[src/hdl/kbgc_pkg.sv]
// Shared types, codes and helper functions for the keyed byte gamma cipher.
package kbgc_pkg;

  localparam logic [1:0] OP_KEY_LOAD = 2'd0;
  localparam logic [1:0] OP_DATA     = 2'd1;
  localparam logic [1:0] OP_RESTART  = 2'd2;

  localparam logic [1:0] CFG_DIRECTION   = 2'd0;
  localparam logic [1:0] CFG_GROUP_COUNT = 2'd1;
  localparam logic [1:0] CFG_MSG_LENGTH  = 2'd2;

  localparam int unsigned SHIFT_BASE = 5;

  typedef struct packed {
    logic accept;
    logic div_step;
    logic prep;
    logic issue;
    logic out_load;
  } cmd_t;

  typedef struct packed {
    logic pipe_busy;
    logic out_free;
  } status_t;

  // floor(pz*11/255) + 5; x/255 for x < 65536 is (x + (x >> 8) + 1) >> 8
  function automatic logic [4:0] shift_amount(input logic [7:0] pz);
    logic [11:0] x;
    logic [12:0] t;
    begin
      x = 12'(pz) * 12'd11;
      t = 13'(x) + 13'(x >> 8) + 13'd1;
      shift_amount = 5'(t >> 8) + 5'(SHIFT_BASE);
    end
  endfunction

endpackage

[src/hdl/kbgc_ram.sv]
// Generic single-port-write, single-port-read RAM with registered read data.
module kbgc_ram #(
  parameter int WIDTH = 32,
  parameter int DEPTH = 32
) (
  input  logic                                   clk,
  input  logic                                   wr_en,
  input  logic [(DEPTH > 1 ? $clog2(DEPTH) : 1)-1:0] wr_addr,
  input  logic [WIDTH-1:0]                       wr_data,
  input  logic [(DEPTH > 1 ? $clog2(DEPTH) : 1)-1:0] rd_addr,
  output logic [WIDTH-1:0]                       rd_data
);

  logic [WIDTH-1:0] mem_r [DEPTH];

  always_ff @(posedge clk) begin
    if (wr_en) begin
      mem_r[wr_addr] <= wr_data;
    end
    rd_data <= mem_r[rd_addr];
  end

endmodule

[src/hdl/kbgc_ctrl.sv]
// Control state machine: divide, prepare, issue rounds, drain, hand off result.
module kbgc_ctrl #(
  parameter int MAX_KEY_WORDS = 32
) (
  input  logic                                           clk,
  input  logic                                           rst_n,
  input  logic                                           in_valid,
  input  logic [1:0]                                     in_operation,
  output logic                                           in_ready,
  input  logic [5:0]                                     group_count,
  input  kbgc_pkg::status_t                              status,
  output kbgc_pkg::cmd_t                                 cmd,
  output logic [(MAX_KEY_WORDS > 1 ? $clog2(MAX_KEY_WORDS) : 1)-1:0] rd_addr
);
  import kbgc_pkg::*;

  localparam int AW = (MAX_KEY_WORDS > 1) ? $clog2(MAX_KEY_WORDS) : 1;
  localparam int CW = $clog2(MAX_KEY_WORDS + 1);

  localparam logic [2:0] ST_IDLE  = 3'd0;
  localparam logic [2:0] ST_DIV   = 3'd1;
  localparam logic [2:0] ST_PREP  = 3'd2;
  localparam logic [2:0] ST_ROUND = 3'd3;
  localparam logic [2:0] ST_DRAIN = 3'd4;
  localparam logic [2:0] ST_DONE  = 3'd5;

  logic [2:0]    state_r, state_nxt;
  logic [4:0]    div_cnt_r, div_cnt_nxt;
  logic [CW-1:0] rnd_cnt_r, rnd_cnt_nxt;
  logic [CW-1:0] rnd_inc;
  logic [CW-1:0] num_rounds;

  always_comb begin
    if (7'(group_count) > 7'(MAX_KEY_WORDS)) begin
      num_rounds = CW'(MAX_KEY_WORDS);
    end else begin
      num_rounds = CW'(group_count);
    end
  end

  assign rnd_inc  = rnd_cnt_r + 1'b1;
  assign rd_addr  = rnd_cnt_r[AW-1:0];
  assign in_ready = (state_r == ST_IDLE);

  always_comb begin
    state_nxt   = state_r;
    div_cnt_nxt = div_cnt_r;
    rnd_cnt_nxt = rnd_cnt_r;
    cmd         = '0;
    unique case (state_r)
      ST_IDLE: begin
        if (in_valid) begin
          cmd.accept = 1'b1;
          if (in_operation == OP_DATA) begin
            div_cnt_nxt = '0;
            state_nxt   = ST_DIV;
          end
        end
      end
      ST_DIV: begin
        cmd.div_step = 1'b1;
        div_cnt_nxt  = div_cnt_r + 1'b1;
        if (div_cnt_r == '1) begin
          state_nxt = ST_PREP;
        end
      end
      ST_PREP: begin
        cmd.prep    = 1'b1;
        rnd_cnt_nxt = '0;
        if (num_rounds == '0) begin
          state_nxt = ST_DRAIN;
        end else begin
          state_nxt = ST_ROUND;
        end
      end
      ST_ROUND: begin
        cmd.issue   = 1'b1;
        rnd_cnt_nxt = rnd_inc;
        if (rnd_inc == num_rounds) begin
          state_nxt = ST_DRAIN;
        end
      end
      ST_DRAIN: begin
        if (!status.pipe_busy) begin
          state_nxt = ST_DONE;
        end
      end
      ST_DONE: begin
        if (status.out_free) begin
          cmd.out_load = 1'b1;
          state_nxt    = ST_IDLE;
        end
      end
      default: begin
        state_nxt = ST_IDLE;
      end
    endcase
  end

  always_ff @(posedge clk) begin
    if (!rst_n) begin
      state_r   <= ST_IDLE;
      div_cnt_r <= '0;
      rnd_cnt_r <= '0;
    end else begin
      state_r   <= state_nxt;
      div_cnt_r <= div_cnt_nxt;
      rnd_cnt_r <= rnd_cnt_nxt;
    end
  end

endmodule

[src/hdl/kbgc_dp.sv]
// Datapath: key store, position, remainder unit, round pipeline, output register.
module kbgc_dp #(
  parameter int MAX_KEY_WORDS = 32
) (
  input  logic                                           clk,
  input  logic                                           rst_n,
  input  kbgc_pkg::cmd_t                                 cmd,
  output kbgc_pkg::status_t                              status,
  input  logic [(MAX_KEY_WORDS > 1 ? $clog2(MAX_KEY_WORDS) : 1)-1:0] rd_addr,
  input  logic [1:0]                                     in_operation,
  input  logic [4:0]                                     in_key_index,
  input  logic [31:0]                                    in_key_word,
  input  logic [7:0]                                     in_data_byte,
  input  logic                                           direction,
  input  logic [31:0]                                    message_length,
  output logic                                           out_valid,
  input  logic                                           out_ready,
  output logic [7:0]                                     out_byte
);
  import kbgc_pkg::*;

  localparam int AW = (MAX_KEY_WORDS > 1) ? $clog2(MAX_KEY_WORDS) : 1;

  logic [31:0] pos_r;
  logic [31:0] rem_r;
  logic [31:0] dvd_r;
  logic [4:0]  shift_r;
  logic [7:0]  byte_r;
  logic        out_valid_r;
  logic [7:0]  out_byte_r;
  logic        v0_r, v1_r, v2_r;
  logic [7:0]  a_r;
  logic [15:0] p_bd_r, p_da_r, p_ab_r, p_cd_r;
  logic [31:0] g_r;

  logic        key_wr;
  logic [31:0] key_rd;
  logic [32:0] trial;
  logic [32:0] diff;
  logic [7:0]  pz;
  logic [16:0] t_sum;
  logic [31:0] g_nxt;
  logic [31:0] g_mix;
  logic [7:0]  k;

  assign key_wr = cmd.accept && (in_operation == OP_KEY_LOAD)
                  && (7'(in_key_index) < 7'(MAX_KEY_WORDS));

  kbgc_ram #(
    .WIDTH (32),
    .DEPTH (MAX_KEY_WORDS)
  ) u_key_ram (
    .clk     (clk),
    .wr_en   (key_wr),
    .wr_addr (AW'(in_key_index)),
    .wr_data (in_key_word),
    .rd_addr (rd_addr),
    .rd_data (key_rd)
  );

  // restoring remainder, one bit per step
  assign trial = {rem_r, dvd_r[31]};
  assign diff  = trial - {1'b0, pos_r};
  assign pz    = rem_r[7:0];

  assign t_sum = 17'(a_r) + 17'(p_bd_r) + 17'(p_da_r);
  assign g_nxt = 32'(25'(pz) * 25'(t_sum)) - 32'(p_ab_r) - 32'(p_cd_r);
  assign g_mix = 32'($signed(g_r) >>> shift_r) | (g_r << shift_r);
  assign k     = g_mix[7:0] + g_mix[31:24] - g_mix[23:16] + g_mix[15:8];

  assign status.pipe_busy = v0_r | v1_r | v2_r;
  assign status.out_free  = !out_valid_r || out_ready;
  assign out_valid = out_valid_r;
  assign out_byte  = out_byte_r;

  always_ff @(posedge clk) begin
    if (!rst_n) begin
      pos_r       <= 32'd1;
      out_valid_r <= 1'b0;
      v0_r        <= 1'b0;
      v1_r        <= 1'b0;
      v2_r        <= 1'b0;
    end else begin
      v0_r <= cmd.issue;
      v1_r <= v0_r;
      v2_r <= v1_r;
      if (cmd.accept && (in_operation == OP_RESTART)) begin
        pos_r <= 32'd1;
      end else if (cmd.out_load && (pos_r != '1)) begin
        pos_r <= pos_r + 32'd1;
      end
      if (cmd.out_load) begin
        out_valid_r <= 1'b1;
      end else if (out_ready) begin
        out_valid_r <= 1'b0;
      end
    end
  end

  always_ff @(posedge clk) begin
    if (cmd.accept && (in_operation == OP_DATA)) begin
      rem_r  <= '0;
      dvd_r  <= message_length;
      byte_r <= in_data_byte;
    end else begin
      if (cmd.div_step) begin
        rem_r <= diff[32] ? trial[31:0] : diff[31:0];
        dvd_r <= {dvd_r[30:0], 1'b0};
      end
      if (v2_r) begin
        byte_r <= direction ? (byte_r - k) : (byte_r + k);
      end
    end
    if (cmd.prep) begin
      shift_r <= shift_amount(pz);
    end
    if (v0_r) begin
      a_r    <= key_rd[31:24];
      p_bd_r <= key_rd[23:16] * key_rd[7:0];
      p_da_r <= key_rd[7:0] * key_rd[31:24];
      p_ab_r <= key_rd[31:24] * key_rd[23:16];
      p_cd_r <= key_rd[15:8] * key_rd[7:0];
    end
    if (v1_r) begin
      g_r <= g_nxt;
    end
    if (cmd.out_load) begin
      out_byte_r <= byte_r;
    end
  end

endmodule

[src/hdl/keyed_byte_gamma_cipher.sv]
// Data byte, n = min(group_count, key words): a bit-serial remainder of all 32 bits of
// message_length by position, a prep state, one key round per cycle through a three-stage
// round pipeline (skipped when n = 0), drain, then the output register.
// Next item accepted the cycle after the result is registered: one data byte at a time,
// held longer while an earlier result waits on out_ready. Key load and restart complete on acceptance.
// Synchronous active-low reset: direction 0, group_count 6, message_length 0, position 1.
module keyed_byte_gamma_cipher #(
  parameter int MAX_KEY_WORDS = 32
) (
  input  logic        clk,
  input  logic        rst_n,
  input  logic        in_valid,
  output logic        in_ready,
  input  logic [1:0]  in_operation,
  input  logic [4:0]  in_key_index,
  input  logic [31:0] in_key_word,
  input  logic [7:0]  in_data_byte,
  output logic        out_valid,
  input  logic        out_ready,
  output logic [7:0]  out_byte,
  input  logic        cfg_valid,
  output logic        cfg_ready,
  input  logic [1:0]  cfg_index,
  input  logic [31:0] cfg_data
);
  import kbgc_pkg::*;

  localparam int AW = (MAX_KEY_WORDS > 1) ? $clog2(MAX_KEY_WORDS) : 1;

  logic        direction_r;
  logic [5:0]  group_count_r;
  logic [31:0] msg_length_r;
  cmd_t        cmd;
  status_t     status;
  logic [AW-1:0] rd_addr;

  assign cfg_ready = 1'b1;

  always_ff @(posedge clk) begin
    if (!rst_n) begin
      direction_r   <= 1'b0;
      group_count_r <= 6'd6;
      msg_length_r  <= '0;
    end else if (cfg_valid) begin
      unique case (cfg_index)
        CFG_DIRECTION:   direction_r   <= cfg_data[0];
        CFG_GROUP_COUNT: group_count_r <= cfg_data[5:0];
        CFG_MSG_LENGTH:  msg_length_r  <= cfg_data;
        default: ;
      endcase
    end
  end

  kbgc_ctrl #(
    .MAX_KEY_WORDS (MAX_KEY_WORDS)
  ) u_ctrl (
    .clk          (clk),
    .rst_n        (rst_n),
    .in_valid     (in_valid),
    .in_operation (in_operation),
    .in_ready     (in_ready),
    .group_count  (group_count_r),
    .status       (status),
    .cmd          (cmd),
    .rd_addr      (rd_addr)
  );

  kbgc_dp #(
    .MAX_KEY_WORDS (MAX_KEY_WORDS)
  ) u_dp (
    .clk            (clk),
    .rst_n          (rst_n),
    .cmd            (cmd),
    .status         (status),
    .rd_addr        (rd_addr),
    .in_operation   (in_operation),
    .in_key_index   (in_key_index),
    .in_key_word    (in_key_word),
    .in_data_byte   (in_data_byte),
    .direction      (direction_r),
    .message_length (msg_length_r),
    .out_valid      (out_valid),
    .out_ready      (out_ready),
    .out_byte       (out_byte)
  );

endmodule

[config.mk]
export PLATFORM = sky130hd
export DESIGN_NAME = keyed_byte_gamma_cipher
export DESIGN_NICKNAME = d
export VERILOG_FILES = /design/src/hdl/kbgc_pkg.sv /design/src/hdl/kbgc_ram.sv /design/src/hdl/kbgc_ctrl.sv /design/src/hdl/kbgc_dp.sv /design/src/hdl/keyed_byte_gamma_cipher.sv
export SDC_FILE = /design/constraint.sdc
export NUM_CORES = 2
export LEC_CHECK = 0
export BUFFER_PORTS_ARGS = -buffer_cell sky130_fd_sc_hd__clkbuf_2
export CELL_PAD_IN_SITES_DETAIL_PLACEMENT = 2
export CELL_PAD_IN_SITES_GLOBAL_PLACEMENT = 2
export CORE_MARGIN = 2
export CORE_UTILIZATION = 42
export CTS_CLUSTER_SIZE = 40
export DETAILED_ROUTE_END_ITERATION = 10
export GPL_TIMING_DRIVEN = 0
export PLACE_DENSITY = 0.79
export SLEW_MARGIN = 20
export SYNTH_ARGS = -nofsm -noshare
export SYNTH_HDL_FRONTEND = slang
export SYNTH_SLANG_ARGS = --single-unit
export TNS_END_PERCENT = 20
[constraint.sdc]
create_clock -name clk -period 8.3 [get_ports clk]
set_clock_uncertainty 0.2 [all_clocks]
set_input_delay 1.245 -clock clk [delete_from_list [all_inputs] [get_ports clk]]
set_output_delay 1.245 -clock clk [all_outputs]
set_load 0.03 [all_outputs]
==> results by group <==
Run status
  • Status: complete, but fails checks
  • Failing checks: negative setup slack

Floorplanning
  • # IOs: 97
  • Starting density of the core: 0.424
  • Die Y: 415 um
  • Site Rows: 150
  • Die area: 172000 um2
  • Core Region: 168000 um2
  • DIE WIDTH: between 400 and 500 um

Placed design
  • DPL Wire Length: 178000 um
  • Number of I/O port buffers: 95
  • Placer Congestion: 0.853
  • Post-Place Cells: 7451

Clock tree
  • Cts-stage hold buffer count: 0
  • Clock latency on the worst-skew pair: 0.83 ns
  • H-tree Lvls: 4
  • TritonCTS clock tree: yes
  • Clock transition at path regs: roughly 0.07 ns
  • Clk buf depth: 3
  • CTS Sinks: 1334
  • CTS buffer count: ~140
  • CTS Root Cell: clkbuf_16

Global route
  • First-pass GRT wire length: a little under 400000 um
  • Met3 Use GR: 0.0487
  • Vias in the first global route: 52400
  • Top Usage Layer GRT: met2
  • Gr ovfl total: 0
  • Met2 Use GR: 0.563
  • Total GRT Usage: 0.311
  • Largest net degree at the start of global routing: 60
  • Met1 Use GR: 0.358
  • Initial antenna violation count: 8

Routing
  • Pre-antenna DRT Iters: 6
  • WL/cell: 34.9 um
  • Via Count: 47500
  • DR DRC count: 0
  • Remaining antenna violation count: 0
  • Iteration-0 DRC Markers: 4820
  • Final WL: 271000 um
  • Drt via density: 6.10

Synthesis
  • Cell area after synthesis: around 71000 um2
  • Number of synthesized flops with an enable pin: 1181
  • Yosys reg bits: approximately 1300
  • Net count after synthesis: 5764
  • Post-synthesis sequential area ratio: 0.543
  • Post-synth ARST share: 0
  • Ys flop type: edfxtp_1
  • YS warnings: 0
  • Netlist cell types: 79
  • Synth Area per Inst: 14.0 um2
  • Mapped Cells: 5083

STA
  • Min cycle time layout: 8.80 ns
  • Fin. max-slew vios: 0
  • Peak Freq: 114 MHz
  • Slew HR: 0.188
  • Tcrit/Tclk final: 1.06
  • Final setup viols: 14
  • Slew @ Worst Pin: between 1 and 1.5 ns
  • Post-route setup slack: -0.499 ns
  • Hold Worst Slack: ~0.26 ns
  • Hold Vio Cnt, Final: 0
  • Unrepaired setup endpoints after global routing: yes

Setup path
  • Crit path launch type: register
  • Crit-path max cell delay: around 0.56 ns
  • Most used cell, CP: fa_1
  • R2r endpoint: u_dp.g_r[25]$_DFFE_PP_
  • CP max stage cell: fa_1
  • Critical path fanouts, max: 6
  • Worst EP arrival: between 9 and 10 ns
  • R2R Setup Slk: -0.50 ns
  • CP Capture Type: register
  • Critical Path RT: 8.64 ns
  • Reg-to-Reg Start: u_dp.p_bd_r[1]$_DFFE_PP_
  • Critical path type: register to register
  • Worst reg2reg path depth: 35

Layout
  • Layout cells sized above 1: 0.194
  • Area grow syn2layout: 15.9%
  • Core Util, Final: 0.491
  • Fin nets: 6136
  • Cell Count, Final, Fillers Out: between 7000 and 8000

Worst hold path
  • Worst Hold Path EP: u_dp.out_byte[6]$_DFFE_PP_
  • Hold depth: 0
  • Hold_sp: u_dp.byte_r[6]$_DFFE_PP_
  • Min-Delay Path Class: register to register

Job
  • # Max-Cap Violations: 0
Yosys cell counts (142+ instances only):
cell | instances | area share
mux4_2 | 360 | 0.11
inv_1 | 501 | 0.026
edfxtp_1 | 1181 | 0.50
clkbuf_1 | 162 | 0.0086
dfxtp_1 | 153 | 0.043
a21oi_1 | 142 | 0.010
ha_1 | 315 | 0.056
and2_1 | 195 | 0.017
nor2_1 | 276 | 0.015
fa_1 | 280 | 0.079
xnor2_1 | 155 | 0.019
nand2_1 | 502 | 0.027
metal layers:
| metal | wire length (um) | part of all wire |
|---|---|---|
| met5 | 50 | 0.00018 |
| met4 | 15600 | 0.058 |
| met3 | 15600 | 0.058 |
| met2 | 142000 | 0.52 |
| met1 | 97700 | 0.36 |
repair_timing:
item | CTS | global route
setup buffers | 48 | 14
pin swaps | 95 | 31
resized for setup | 159 | 31
endpoints found under the setup margin | 19 | 17
worst max-delay path by stage:
| stage | from | endpoint | slack [ns] | depth (start not counted) |
|---|---|---|---|---|
| after floorplan | u_dp.p_da_r[1]$_DFFE_PP_ | u_dp.g_r[25]$_DFFE_PP_ | 0.03 | 35 |
| after global placement | u_dp.p_bd_r[2]$_DFFE_PP_ | u_dp.g_r[24]$_DFFE_PP_ | -1.52 | 31 |
| after detailed placement | u_dp.p_bd_r[1]$_DFFE_PP_ | u_dp.g_r[24]$_DFFE_PP_ | -1.56 | 35 |
| after CTS | u_dp.p_bd_r[1]$_DFFE_PP_ | u_dp.g_r[23]$_DFFE_PP_ | -0.17 | 35 |
| after global routing | u_dp.p_bd_r[1]$_DFFE_PP_ | u_dp.g_r[25]$_DFFE_PP_ | -0.72 | 35 |
| final | u_dp.p_bd_r[1]$_DFFE_PP_ | u_dp.g_r[25]$_DFFE_PP_ | -0.50 | 35 |
cell type report:
type	count	area, um2
clock buffer	202	3970
inverter	505	1900
multi-input combinational	3030	31000
buffer	214	928
tap	2204	2760
antenna	5	12.5
fill	15600	85300
clock inverter	65	772
timing repair buffer	226	2420
sequential	1334	38500
cell usage in the layout (no fill, tap or decap), types with 17 or more instances in the layout:
| cell type | count |
|---|---|
| nor2b_1 | 35 |
| xnor2_1 | 130 |
| fa_1 | 278 |
| edfxtp_1 | 1181 |
| a21oi_1 | 121 |
| o21ai_1 | 23 |
| dfxtp_1 | 151 |
| nand3_1 | 52 |
| ha_4 | 17 |
| o21ai_0 | 92 |
| mux2i_1 | 86 |
| or3_1 | 18 |
| buf_12 | 53 |
| mux2_2 | 39 |
| a21oi_2 | 17 |
| nand2b_1 | 24 |
| a21o_1 | 34 |
| o21a_1 | 17 |
| nor2_4 | 34 |
| clkbuf_1 | 194 |
| buf_4 | 62 |
| and2_1 | 193 |
| o211ai_1 | 17 |
| buf_2 | 25 |
| ha_1 | 296 |
| xor2_1 | 30 |
| nor2_1 | 236 |
| mux4_2 | 360 |
| clkbuf_16 | 147 |
| clkbuf_2 | 117 |
| nor3_1 | 41 |
| nand2_1 | 490 |
| inv_1 | 491 |
| a21boi_0 | 50 |
| clkinv_1 | 25 |
critical path: cells and delay by family (launching register included):
kind                       cells  cell delay (ns)
adders and majority gates      8             3.30
DFF                            1             0.42
buffers and inverters          8             0.76
xor gates and xnor gates       2             0.35
and+or+nand+nor                4             0.91
AOI/OAI and AO/OA             13             2.53
flip-flops by register name (all words and copies together) (netlist names), 3 cells and up:
name	cells
msg_length_r	32
u_dp.u_key_ram.rd_data	32
u_dp.rem_r	32
u_dp.p_bd_r	16
u_dp.u_key_ram.mem_r	1024
u_dp.g_r	32
u_dp.shift_r	5
u_dp.dvd_r	32
u_ctrl.rnd_cnt_r	6
u_dp.out_byte	8
u_dp.pos_r	32
u_ctrl.state_r	3
u_dp.a_r	8
u_dp.p_cd_r	16
u_dp.p_da_r	16
u_ctrl.div_cnt_r	5
u_dp.p_ab_r	16
group_count_r	6
u_dp.byte_r	8
through the flow:
step | setup TNS, ns | instance area (um2) | setup WS (ns)
2_1_floorplan | 0 | 71100 | 0.0282
3_3_place_gp | -19.52 | 74300 | -1.52
3_5_place_dp | -17.74 | 76100 | -1.56
4_1_cts | -1.10 | 82000 | -0.168
5_1_grt | -8.63 | 82300 | -0.720
6_report | -4.83 | 82300 | -0.499
cell families after synthesis:
family | synth area share
flops | 0.543
simple gates | 0.0817
buf+inv | 0.0391
fa+ha+maj | 0.134
compound gates | 0.0463
mux | 0.133
xor+xnor | 0.0233
other cells | 0.0000528
Power is left out: the tool's default activity adds up to more than one toggle a clock period on the data nets, which glitch-free logic cannot reach.
